### src/design/hit_or_miss_3x3_stream_unit_defines.svh
// ----------------------------------------------------------------------------
// Hit-or-miss 3x3 stream unit: assertion macros
// Shared concurrent assertion forms, clocked on clock and disabled in reset.
// ----------------------------------------------------------------------------
`ifndef HIT_OR_MISS_3X3_STREAM_UNIT_DEFINES_SVH
`define HIT_OR_MISS_3X3_STREAM_UNIT_DEFINES_SVH

// Consequent must hold in the same cycle as the antecedent.
`define HOM_ASSERT_IMPLIES(label, ante, cons, msg) \
   label: assert property (@(posedge clock) disable iff (reset) (ante) |-> (cons)) \
      else $error(msg);

// Consequent must hold in the cycle after the antecedent.
`define HOM_ASSERT_NEXT(label, ante, cons, msg) \
   label: assert property (@(posedge clock) disable iff (reset) (ante) |=> (cons)) \
      else $error(msg);

`endif

### src/design/hom_pkg.sv
// ----------------------------------------------------------------------------
// Hit-or-miss 3x3 package
// Pixel classes, window and word types, register indexes and the match logic.
// ----------------------------------------------------------------------------
package hom_pkg;

   // Two-bit pixel class kept in the line buffers and the window.
   typedef logic [1:0] pix_class_type;

   localparam pix_class_type CLASS_OUT   = 2'd0;  // outside the image
   localparam pix_class_type CLASS_ZERO  = 2'd1;  // gray level 0
   localparam pix_class_type CLASS_FULL  = 2'd2;  // gray level 255
   localparam pix_class_type CLASS_OTHER = 2'd3;  // any other level

   // One window column, index 0 is the top row.
   typedef pix_class_type [2:0] win_col_type;

   // Full window, entry v*3+u is row v, column u.
   typedef pix_class_type [8:0] win_type;

   // Configuration register indexes.
   typedef logic [1:0] csr_index_type;

   localparam csr_index_type REG_FRAME_WIDTH  = 2'd0;
   localparam csr_index_type REG_FRAME_HEIGHT = 2'd1;
   localparam csr_index_type REG_HIT_PATTERN  = 2'd2;
   localparam csr_index_type REG_MISS_PATTERN = 2'd3;

   localparam int CSR_DATA_W = 11;
   localparam int PATTERN_W  = 9;

   // Reset values of the configuration registers.
   localparam logic [CSR_DATA_W-1:0] FRAME_WIDTH_RESET  = 11'd640;
   localparam logic [CSR_DATA_W-1:0] FRAME_HEIGHT_RESET = 11'd480;
   localparam logic [PATTERN_W-1:0]  HIT_PATTERN_RESET  = 9'd23;
   localparam logic [PATTERN_W-1:0]  MISS_PATTERN_RESET = 9'd448;

   localparam logic [7:0] MATCH_ON  = 8'd255;
   localparam logic [7:0] MATCH_OFF = 8'd0;
   localparam logic [7:0] GRAY_FULL = 8'd255;
   localparam logic [7:0] GRAY_ZERO = 8'd0;

   // Result queue geometry.
   localparam int RSP_PTR_W = 3;
   localparam int RSP_DEPTH = 1 << RSP_PTR_W;
   localparam int RSP_LVL_W = RSP_PTR_W + 1;

   // Item as it leaves the counter stage for the window stage.
   typedef struct packed {
      logic          col_zero;
      logic          row_ge1;
      logic          row_ge2;
      logic          rowend;
      logic          draining;
      pix_class_type bot;
   } stage_item_type;

   // One result word.
   typedef struct packed {
      logic [7:0] match_value;
      logic       last_of_run;
      logic       end_of_frame;
   } rsp_word_type;

   // Result queue status toward the top level.
   typedef struct packed {
      logic [RSP_LVL_W-1:0] level;
   } rsp_status_type;

   // Map a gray level to its class.
   function automatic pix_class_type classify(input logic [7:0] gray);
      pix_class_type c;
      if (gray == GRAY_ZERO) c = CLASS_ZERO;
      else if (gray == GRAY_FULL) c = CLASS_FULL;
      else c = CLASS_OTHER;
      return c;
   endfunction

   // Both tests over all nine positions; each position is checked on its own.
   function automatic logic judge(input win_type win,
                                  input logic [PATTERN_W-1:0] hit,
                                  input logic [PATTERN_W-1:0] miss);
      logic ok;
      ok = 1'b1;
      for (int k = 0; k < 9; k++) begin
         if (hit[k] ? (win[k] != CLASS_FULL)
                    : (win[k] == CLASS_FULL || win[k] == CLASS_OTHER)) ok = 1'b0;
         if (miss[k] ? (win[k] != CLASS_ZERO) : (win[k] == CLASS_ZERO)) ok = 1'b0;
      end
      return ok;
   endfunction

endpackage

### src/design/hom_ram.sv
// ----------------------------------------------------------------------------
// Generic simple dual-port RAM
// One write port and one read port, read data registered.
// ----------------------------------------------------------------------------
module hom_ram #(
   parameter int WIDTH = 4,
   parameter int DEPTH = 1024
) (
   input  logic                     clock,
   input  logic                     wr_en,
   input  logic [$clog2(DEPTH)-1:0] wr_addr,
   input  logic [WIDTH-1:0]         wr_data,
   input  logic                     rd_en,
   input  logic [$clog2(DEPTH)-1:0] rd_addr,
   output logic [WIDTH-1:0]         rd_data
);

   logic [WIDTH-1:0] mem_ff [DEPTH];
   logic [WIDTH-1:0] rd_data_ff;

   // Write port.
   always_ff @(posedge clock) begin
      if (wr_en) begin
         mem_ff[wr_addr] <= wr_data;
      end
   end

   // Registered read port.
   always_ff @(posedge clock) begin
      if (rd_en) begin
         rd_data_ff <= mem_ff[rd_addr];
      end
   end

   assign rd_data = rd_data_ff;

endmodule

### src/design/hom_window.sv
// ----------------------------------------------------------------------------
// Hit-or-miss window stage
// Shifts the 3x3 class window and judges the center and row-end positions.
// ----------------------------------------------------------------------------
module hom_window
   import hom_pkg::*;
(
   input  logic                 clock,
   input  logic                 reset,
   input  logic                 item_valid,
   input  stage_item_type       item,
   input  pix_class_type        upper_cls,
   input  pix_class_type        middle_cls,
   input  logic [PATTERN_W-1:0] hit_pattern,
   input  logic [PATTERN_W-1:0] miss_pattern,
   output logic [1:0]           push_count,
   output rsp_word_type         push_word0,
   output rsp_word_type         push_word1
);

   win_col_type win_center_ff, win_center_in;
   win_col_type win_right_ff,  win_right_in;
   win_col_type new_left;
   win_type     main_win;
   win_type     edge_win;
   logic        main_valid;
   logic        edge_valid;
   logic        main_hit;
   logic        edge_hit;

   // New window: a row start clears the older columns.
   always_comb begin
      new_left      = item.col_zero ? '0 : win_center_ff;
      win_center_in = item.col_zero ? '0 : win_right_ff;
      win_right_in[0] = item.row_ge2 ? upper_cls  : CLASS_OUT;
      win_right_in[1] = item.row_ge1 ? middle_cls : CLASS_OUT;
      win_right_in[2] = item.bot;
      for (int v = 0; v < 3; v++) begin
         main_win[v*3+0] = new_left[v];
         main_win[v*3+1] = win_center_in[v];
         main_win[v*3+2] = win_right_in[v];
         edge_win[v*3+0] = win_center_in[v];
         edge_win[v*3+1] = win_right_in[v];
         edge_win[v*3+2] = CLASS_OUT;
      end
   end

   // Window registers advance with every item.
   always_ff @(posedge clock) begin
      if (reset) begin
         win_center_ff <= '0;
         win_right_ff  <= '0;
      end else if (item_valid) begin
         win_center_ff <= win_center_in;
         win_right_ff  <= win_right_in;
      end
   end

   // Both judgments run side by side.
   assign main_hit   = judge(main_win, hit_pattern, miss_pattern);
   assign edge_hit   = judge(edge_win, hit_pattern, miss_pattern);
   assign main_valid = item_valid && item.row_ge1 && !item.col_zero;
   assign edge_valid = item_valid && item.row_ge1 && item.rowend;

   // Pack the results in order; the final one carries the last flag.
   always_comb begin
      push_count = 2'd0;
      push_word0 = '0;
      push_word1 = '0;
      if (main_valid && edge_valid) begin
         push_count              = 2'd2;
         push_word0.match_value  = main_hit ? MATCH_ON : MATCH_OFF;
         push_word1.match_value  = edge_hit ? MATCH_ON : MATCH_OFF;
         push_word1.last_of_run  = 1'b1;
         push_word1.end_of_frame = item.draining;
      end else if (main_valid) begin
         push_count              = 2'd1;
         push_word0.match_value  = main_hit ? MATCH_ON : MATCH_OFF;
         push_word0.last_of_run  = 1'b1;
      end else if (edge_valid) begin
         push_count              = 2'd1;
         push_word0.match_value  = edge_hit ? MATCH_ON : MATCH_OFF;
         push_word0.last_of_run  = 1'b1;
         push_word0.end_of_frame = item.draining;
      end
   end

endmodule

### src/design/hom_rsp_fifo.sv
// ----------------------------------------------------------------------------
// Hit-or-miss result queue
// Small queue that takes up to two words a cycle and hands out one.
// ----------------------------------------------------------------------------
module hom_rsp_fifo
   import hom_pkg::*;
(
   input  logic           clock,
   input  logic           reset,
   input  logic [1:0]     push_count,
   input  rsp_word_type   push_word0,
   input  rsp_word_type   push_word1,
   input  logic           pop,
   output logic           out_valid,
   output rsp_word_type   out_word,
   output rsp_status_type status
);

   rsp_word_type           mem_ff [RSP_DEPTH];
   logic [RSP_PTR_W-1:0]   wptr_ff, wptr_in;
   logic [RSP_PTR_W-1:0]   rptr_ff, rptr_in;
   logic [RSP_LVL_W-1:0]   level_ff, level_in;
   logic [RSP_PTR_W-1:0]   wptr_next;
   logic                   do_pop;

   assign out_valid = level_ff != '0;
   assign out_word  = mem_ff[rptr_ff];
   assign do_pop    = pop && out_valid;
   assign wptr_next = wptr_ff + RSP_PTR_W'(1);

   // Store the pushed words in order.
   always_ff @(posedge clock) begin
      if (push_count != 2'd0) mem_ff[wptr_ff] <= push_word0;
      if (push_count == 2'd2) mem_ff[wptr_next] <= push_word1;
   end

   // Pointer and fill level.
   always_comb begin
      wptr_in  = wptr_ff + RSP_PTR_W'(push_count);
      rptr_in  = rptr_ff + (do_pop ? RSP_PTR_W'(1) : '0);
      level_in = level_ff + RSP_LVL_W'(push_count) - (do_pop ? RSP_LVL_W'(1) : '0);
   end

   always_ff @(posedge clock) begin
      if (reset) begin
         wptr_ff  <= '0;
         rptr_ff  <= '0;
         level_ff <= '0;
      end else begin
         wptr_ff  <= wptr_in;
         rptr_ff  <= rptr_in;
         level_ff <= level_in;
      end
   end

   assign status.level = level_ff;

endmodule

### src/design/hit_or_miss_3x3_stream_unit.sv
// The results caused by an accepted word are registered in the item stage and then in
// the result queue before they are offered on rsp. Throughput: one input word per clock,
// set by the line RAM read-modify-write loop, while req_tready is high; a row-end word
// can yield two results; the result side drains one word per clock while rsp_tready is
// high. req_tready drops when the eight-word result queue cannot absorb words in flight.
// Reset: synchronous, clears counters, window, queue and sets registers to defaults;
// ----------------------------------------------------------------------------
// Hit-or-miss 3x3 stream unit
// Streams a gray image through two line buffers in one RAM and a 3x3 window,
// and gives the hit-or-miss result for every pixel. The line RAM is not cleared
// at reset and needs no clearing pass.
// ----------------------------------------------------------------------------
`include "hit_or_miss_3x3_stream_unit_defines.svh"

module hit_or_miss_3x3_stream_unit
   import hom_pkg::*;
#(
   parameter int MAX_WIDTH  = 1024,
   parameter int MAX_HEIGHT = 1024
) (
   input  logic                  clock,
   input  logic                  reset,
   // Input channel.
   input  logic                  req_tvalid,
   output logic                  req_tready,
   input  logic [7:0]            req_tdata,   // [7:0] gray_value
   input  logic                  req_tuser,   // [0] req_type
   // Result channel.
   output logic                  rsp_tvalid,
   input  logic                  rsp_tready,
   output logic [7:0]            rsp_tdata,   // [7:0] match_value
   output logic                  rsp_tlast,
   output logic                  rsp_tuser,   // [0] end_of_frame
   // Configuration port.
   input  logic                  csr_wen,
   input  csr_index_type         csr_index,
   input  logic [CSR_DATA_W-1:0] csr_wdata
);

   localparam int CW = $clog2(MAX_WIDTH);
   localparam int WW = CW + 1;
   localparam int HW = $clog2(MAX_HEIGHT + 1);

   logic [CSR_DATA_W-1:0] frame_width_ff;
   logic [CSR_DATA_W-1:0] frame_height_ff;
   logic [PATTERN_W-1:0]  hit_pattern_ff;
   logic [PATTERN_W-1:0]  miss_pattern_ff;

   logic [WW-1:0]  width_eff;
   logic [HW-1:0]  height_eff;
   logic [CW-1:0]  col_ff, col_in;
   logic [HW-1:0]  row_ff, row_in;
   logic           draining;
   logic           rowend;
   logic           ignored;
   logic           req_accept;
   logic           item_take;

   logic           s1_valid_ff, s1_valid_in;
   stage_item_type s1_item_ff,  s1_item_in;
   logic [CW-1:0]  s1_col_ff;
   logic           s1_we_ff;

   logic [3:0]     ram_rd_data;
   logic [3:0]     line_rd;
   logic [3:0]     ram_wr_data;
   logic           ram_wr_en;
   logic           fwd_ff, fwd_in;
   logic [3:0]     fwd_data_ff;

   logic [1:0]     push_count;
   rsp_word_type   push_word0;
   rsp_word_type   push_word1;
   rsp_word_type   out_word;
   rsp_status_type rsp_status;

   // Configuration registers.
   always_ff @(posedge clock) begin
      if (reset) begin
         frame_width_ff  <= FRAME_WIDTH_RESET;
         frame_height_ff <= FRAME_HEIGHT_RESET;
         hit_pattern_ff  <= HIT_PATTERN_RESET;
         miss_pattern_ff <= MISS_PATTERN_RESET;
      end else if (csr_wen) begin
         unique case (csr_index)
            REG_FRAME_WIDTH:  frame_width_ff  <= csr_wdata;
            REG_FRAME_HEIGHT: frame_height_ff <= csr_wdata;
            REG_HIT_PATTERN:  hit_pattern_ff  <= csr_wdata[PATTERN_W-1:0];
            REG_MISS_PATTERN: miss_pattern_ff <= csr_wdata[PATTERN_W-1:0];
         endcase
      end
   end

   // Frame size clamped to the supported range.
   always_comb begin
      if (frame_width_ff == '0) width_eff = WW'(1);
      else if (32'(frame_width_ff) > MAX_WIDTH) width_eff = WW'(MAX_WIDTH);
      else width_eff = WW'(frame_width_ff);
      if (frame_height_ff == '0) height_eff = HW'(1);
      else if (32'(frame_height_ff) > MAX_HEIGHT) height_eff = HW'(MAX_HEIGHT);
      else height_eff = HW'(frame_height_ff);
   end

   // Position decode; an early drain word is dropped without effect.
   assign draining   = row_ff >= height_eff;
   assign rowend     = (WW'(col_ff) + WW'(1)) >= width_eff;
   assign ignored    = !draining && req_tuser;
   assign req_accept = req_tvalid && req_tready;
   assign item_take  = req_accept && !ignored;

   // Leave room in the result queue for every word still in flight.
   assign req_tready = (5'(rsp_status.level) + (s1_valid_ff ? 5'd2 : 5'd0))
                       <= 5'(RSP_DEPTH - 2);

   // Column and row counters.
   always_comb begin
      col_in = col_ff;
      row_in = row_ff;
      if (item_take) begin
         if (rowend) begin
            col_in = '0;
            row_in = draining ? '0 : row_ff + HW'(1);
         end else begin
            col_in = col_ff + CW'(1);
         end
      end
   end

   always_ff @(posedge clock) begin
      if (reset) begin
         col_ff <= '0;
         row_ff <= '0;
      end else begin
         col_ff <= col_in;
         row_ff <= row_in;
      end
   end

   // Item handed to the window stage while the line RAM read is in flight.
   always_comb begin
      s1_valid_in         = item_take;
      s1_item_in.col_zero = col_ff == '0;
      s1_item_in.row_ge1  = row_ff != '0;
      s1_item_in.row_ge2  = row_ff > HW'(1);
      s1_item_in.rowend   = rowend;
      s1_item_in.draining = draining;
      s1_item_in.bot      = draining ? CLASS_OUT : classify(req_tdata);
   end

   always_ff @(posedge clock) begin
      if (reset) begin
         s1_valid_ff <= 1'b0;
      end else begin
         s1_valid_ff <= s1_valid_in;
      end
   end

   always_ff @(posedge clock) begin
      if (item_take) begin
         s1_item_ff <= s1_item_in;
         s1_col_ff  <= col_ff;
         s1_we_ff   <= !draining;
      end
   end

   // Line RAM: upper line in bits 3:2, middle line in bits 1:0.
   hom_ram #(
      .WIDTH (4),
      .DEPTH (MAX_WIDTH)
   ) u_line_ram (
      .clock   (clock),
      .wr_en   (ram_wr_en),
      .wr_addr (s1_col_ff),
      .wr_data (ram_wr_data),
      .rd_en   (item_take),
      .rd_addr (col_ff),
      .rd_data (ram_rd_data)
   );

   // Forward a write that hit the same column as the read just issued.
   assign line_rd     = fwd_ff ? fwd_data_ff : ram_rd_data;
   assign ram_wr_en   = s1_valid_ff && s1_we_ff;
   assign ram_wr_data = {line_rd[1:0], s1_item_ff.bot};
   assign fwd_in      = ram_wr_en && item_take && (col_ff == s1_col_ff);

   always_ff @(posedge clock) begin
      if (reset) begin
         fwd_ff <= 1'b0;
      end else begin
         fwd_ff <= fwd_in;
      end
   end

   always_ff @(posedge clock) begin
      if (fwd_in) begin
         fwd_data_ff <= ram_wr_data;
      end
   end

   // Window and match.
   hom_window u_window (
      .clock        (clock),
      .reset        (reset),
      .item_valid   (s1_valid_ff),
      .item         (s1_item_ff),
      .upper_cls    (line_rd[3:2]),
      .middle_cls   (line_rd[1:0]),
      .hit_pattern  (hit_pattern_ff),
      .miss_pattern (miss_pattern_ff),
      .push_count   (push_count),
      .push_word0   (push_word0),
      .push_word1   (push_word1)
   );

   // Result queue toward the output channel.
   hom_rsp_fifo u_rsp_fifo (
      .clock      (clock),
      .reset      (reset),
      .push_count (push_count),
      .push_word0 (push_word0),
      .push_word1 (push_word1),
      .pop        (rsp_tready),
      .out_valid  (rsp_tvalid),
      .out_word   (out_word),
      .status     (rsp_status)
   );

   assign rsp_tdata = out_word.match_value;
   assign rsp_tlast = out_word.last_of_run;
   assign rsp_tuser = out_word.end_of_frame;

   // Checks on queue sizing, forwarding, end-of-frame marking and frame restart.
   `HOM_ASSERT_IMPLIES(a_rsp_no_overflow, 1'b1, rsp_status.level <= RSP_LVL_W'(RSP_DEPTH), "result queue overflow")
   `HOM_ASSERT_IMPLIES(a_fwd_has_item, fwd_ff, s1_valid_ff, "forwarded line data without an item")
   `HOM_ASSERT_IMPLIES(a_eof_is_last, rsp_tvalid && rsp_tuser, rsp_tlast, "end of frame result not last")
   `HOM_ASSERT_NEXT(a_frame_restart, item_take && draining && rowend, row_ff == '0 && col_ff == '0, "no restart after drain row")

endmodule

### config.mk
export PLATFORM = sky130hd
export DESIGN_NAME = hit_or_miss_3x3_stream_unit
export DESIGN_NICKNAME = d
export VERILOG_FILES = /design/src/design/hom_pkg.sv /design/src/design/hom_ram.sv /design/src/design/hom_window.sv /design/src/design/hom_rsp_fifo.sv /design/src/design/hit_or_miss_3x3_stream_unit.sv
export VERILOG_INCLUDE_DIRS = /design/src /design/src/design
export SDC_FILE = /design/constraint.sdc
export NUM_CORES = 2
export LEC_CHECK = 0
export BUFFER_PORTS_ARGS = -buffer_cell sky130_fd_sc_hd__buf_2
export CAP_MARGIN = 20
export CORE_MARGIN = 10
export CORE_UTILIZATION = 60
export DETAILED_ROUTE_END_ITERATION = 10
export GPL_ROUTABILITY_DRIVEN = 0
export PLACE_DENSITY = 0.76
export SYNTH_ARGS = -nofsm -noshare
export SYNTH_HDL_FRONTEND = slang
export SYNTH_HIERARCHICAL = 1
export SYNTH_MEMORY_MAX_BITS = 65536
export SYNTH_SLANG_ARGS = --single-unit
### constraint.sdc
create_clock -name clock -period 16.6 [get_ports clock]
set_input_delay 1.66 -clock clock [delete_from_list [all_inputs] [get_ports clock]]
set_output_delay 1.66 -clock clock [all_outputs]
set_load 0.01 [all_outputs]
==> impl_metrics.ini <==
[pwr]
combinationalPowerShare_pct = 6.2
pwr-share-seq_pct = 52.1
power.internal_mw = 17.9
p_clk_share_pct = 41.7
power.switching_mw = 4.93
p_sw_share_pct = 21.6
p_per_area_nw_per_um2 = 120
peakVddDrop_uv = 100
leakagePower_nw = 56.7

[sta]
maxSlewHeadroom_pct = 16.0
worstMarginPinSlew_ps = 1260
final-setup-viol-count = 0
hold_viol = 0
post-route-min-period_ps = 6600
rsz0062_at_grt = no
fmax_ghz = 0.151
fin_skew_ps = 74.6
tns_ps = 0
finalCritPeriodShare_pct = 39.8
slew_viol_final = 0

[synthesis]
yosysMostFrequentCell = edfxtp_1
synthesis.instances = 9239
syn_nets = 9306
async_reset_ff_share_pct = 0
synth_seq_cells = 4287
ys_warn_count = 6
syn_area_per_cell_um2 = 18.7
synth-seq-area-share_pct = 74.1
synth_commonest_cells = edfxtp_1, nor2_1, mux4_2
ys.flop_type = edfxtp_1
synth_area_leader_cell = edfxtp_1
synth_enable_flop_cells = 4202
yosys.area.top_type_share_pct = 73.2
yosysUniqueCellTypes = 101
synth_area_leaders = edfxtp_1, mux4_2, mux2i_1
synthesis.area_um2 = 172000

[worst_setup_path]
cp_max_fo = 90
critical_path.cell_chain = buf_12, buf_4, buf_4, buf_4, mux2i_1, o221ai_1, a21oi_1, o311ai_0, nand3_1, or4b_1, o31a_1, nand3_1
cp-start-kind = register
cp_slowest_cell = buf_4
max_stage_delay_ps = 880
worstSetupPathType = reg -> reg
crit_path_frequent_cell = buf_4
r2r-start = col_ff[0]$_SDFFE_PP0P_
critical_path_arrival_ps = 7420
startpoint = col_ff[0]$_SDFFE_PP0P_
end_kind = register
required_ps = 17410
ff2ff_path_depth = 12

[global_route]
grt_overflow = 0
grt_max_degree = 242
grt_first_pass_wirelength_mm = 671
antenna_found_initial = 28
grt_usage_pct = 29.7
grt_pass1_vias = 93700

[detailed_routing]
vias = 94700
drc = 0
drt-pass1-iter-count = 6
drt_iter0_markers = 15300
routedWlPerCell_um = 34.7
wl_mm = 467
via_per_inst = 7.05
ant_nets = 0

[cts]
hold_buffers = 0
cts_sinks = 4287
htree_levels = 5
cts_root_buf = clkbuf_16
tritoncts = built
clkLatencyLatePin_ps = 990
post_cts_resized = 0
cts_setup_buffers = 0
path_clk_slew_ps = 60
clockBufferDepth = 4
cts_inserted_buffers = 416

[floorplanning]
die_w_um = 556
rows = 196
dieHeight_um = 556
die-area_um2 = 309000
core_um2 = 286000
initial_core_util_pct = 60.4
io_pins = 39

[finish]
area_growth_pct = 10.5
final_util_pct = 66.7
nets = 9358
drive_gt1_share_pct = 20.9
fillers = 17500

[outcome]
status = finished, final reports clean

[hold_path]
holdPathStages = 2
hp-start = frame_height_ff[2]$_SDFFE_PP0P_
hold_class = reg -> reg

[place]
io_buffers = 38
dp_hpwl_mm = 270

[flow_run]
maxCapViolCount = 0
==> layout by cell type, fill, tap and decap left out, types with 38 or more instances in the layout <==
cell and count:
nand3_1 65, o21ai_0 81, buf_4 209, o221ai_1 170, clkbuf_16 419, nand2_1 288, bufinv_16 51, clkbuf_1 78
nor2_1 1130, a22oi_1 81, buf_2 41, nor3_1 105, a21oi_1 182, edfxtp_1 4202, dfxtp_1 78, o22ai_1 94
mux2i_1 465, ha_1 38, mux4_2 895, clkinv_2 80, mux2_2 116, clkinv_1 89
==> stage by stage <==
stage	cell area, µm²	hold slack, ps	setup slack (ps)	power (mW)	cells
after floorplan	172000	449	1810	13.3	9239
after global placement	176000	465	9570	13.5	12600
after detailed placement	177000	468	10030	13.5	12600
after CTS	190000	478	10000	22.9	13400
after global routing	191000	502	9460	23.4	13400
final	191000	479	10000	22.9	13400
==> logic make-up after synthesis <==
logic type / Yosys count / share of synthesized area [%]
multiplexers: 1478 / 15.2
AO/OA/AOI/OAI: 819 / 3.35
buffers and inverters: 692 / 2.12
XOR/XNOR: 34 / 0.181
adder cells (fa/ha/maj): 40 / 0.299
flip-flops: 4287 / 74.1
AND/OR/NAND/NOR: 1889 / 4.75
==> final cells by class <==
class / count / area [µm²] / share of cell area [%]
inverters: 43 / 175 / 0.0919
multi-input cells: 4260 / 41500 / 21.8
repair buffers: 283 / 2490 / 1.31
clock buffers: 498 / 10800 / 5.66
well taps: 3762 / 4710 / 2.47
diodes: 30 / 75.1 / 0.0394
flip-flops and latches: 4287 / 128000 / 67.1
clock inverters: 269 / 2990 / 1.57
==> routing by layer <==
| layer | track usage, % | vias up | share of wire (%) |
|---|---|---|---|
| met5 | 0 | - | 0.039 |
| met4 | 15.2 | 26 | 5.9 |
| met3 | 8.38 | 1380 | 14 |
| met2 | 45.5 | 7191 | 47 |
| met1 | 39.5 | 48500 | 34 |
| li1 | - | 37500 | - |
==> power groups by stage <==
stage	Clock, mW	Sequential (mW)	Combinational [mW]
finish	9.54	11.9	1.41
global route	10.0	11.9	1.49
CTS	9.61	11.9	1.40
detailed placement	0	12.2	1.39
global placement	0	12.2	1.35
floorplan	0	12.2	1.07
==> worst max-delay path: cells and delay by family (launching register included) <==
family	cells	cell delay, ps
buf+inv	4	3010
compound gates	4	1090
simple gates	3	940
flops	1	850
mux	1	180
==> worst paths after layout <==
path	endpoint	slack, ps
min	frame_height_ff[2]$_SDFFE_PP0P_	480
max reg2reg	u_line_ram/rd_data[1]$_DFFE_PP_	10000
min reg2reg	frame_height_ff[2]$_SDFFE_PP0P_	480
max	u_line_ram/rd_data[1]$_DFFE_PP_	10000
==> flip-flops by register name, indices dropped and copies added, names as in the netlist, 5 cells and up <==
register / flops
u_line_ram/mem_ff: 4096
u_rsp_fifo/mem_ff: 80
frame_height_ff: 11
frame_width_ff: 11
row_ff: 11
col_ff: 10
s1_col_ff: 10
hit_pattern_ff: 9
miss_pattern_ff: 9
u_window/win_center_ff: 6
u_window/win_right_ff: 6
s1_item_ff: 5
Power figures use the tool's default switching activity.
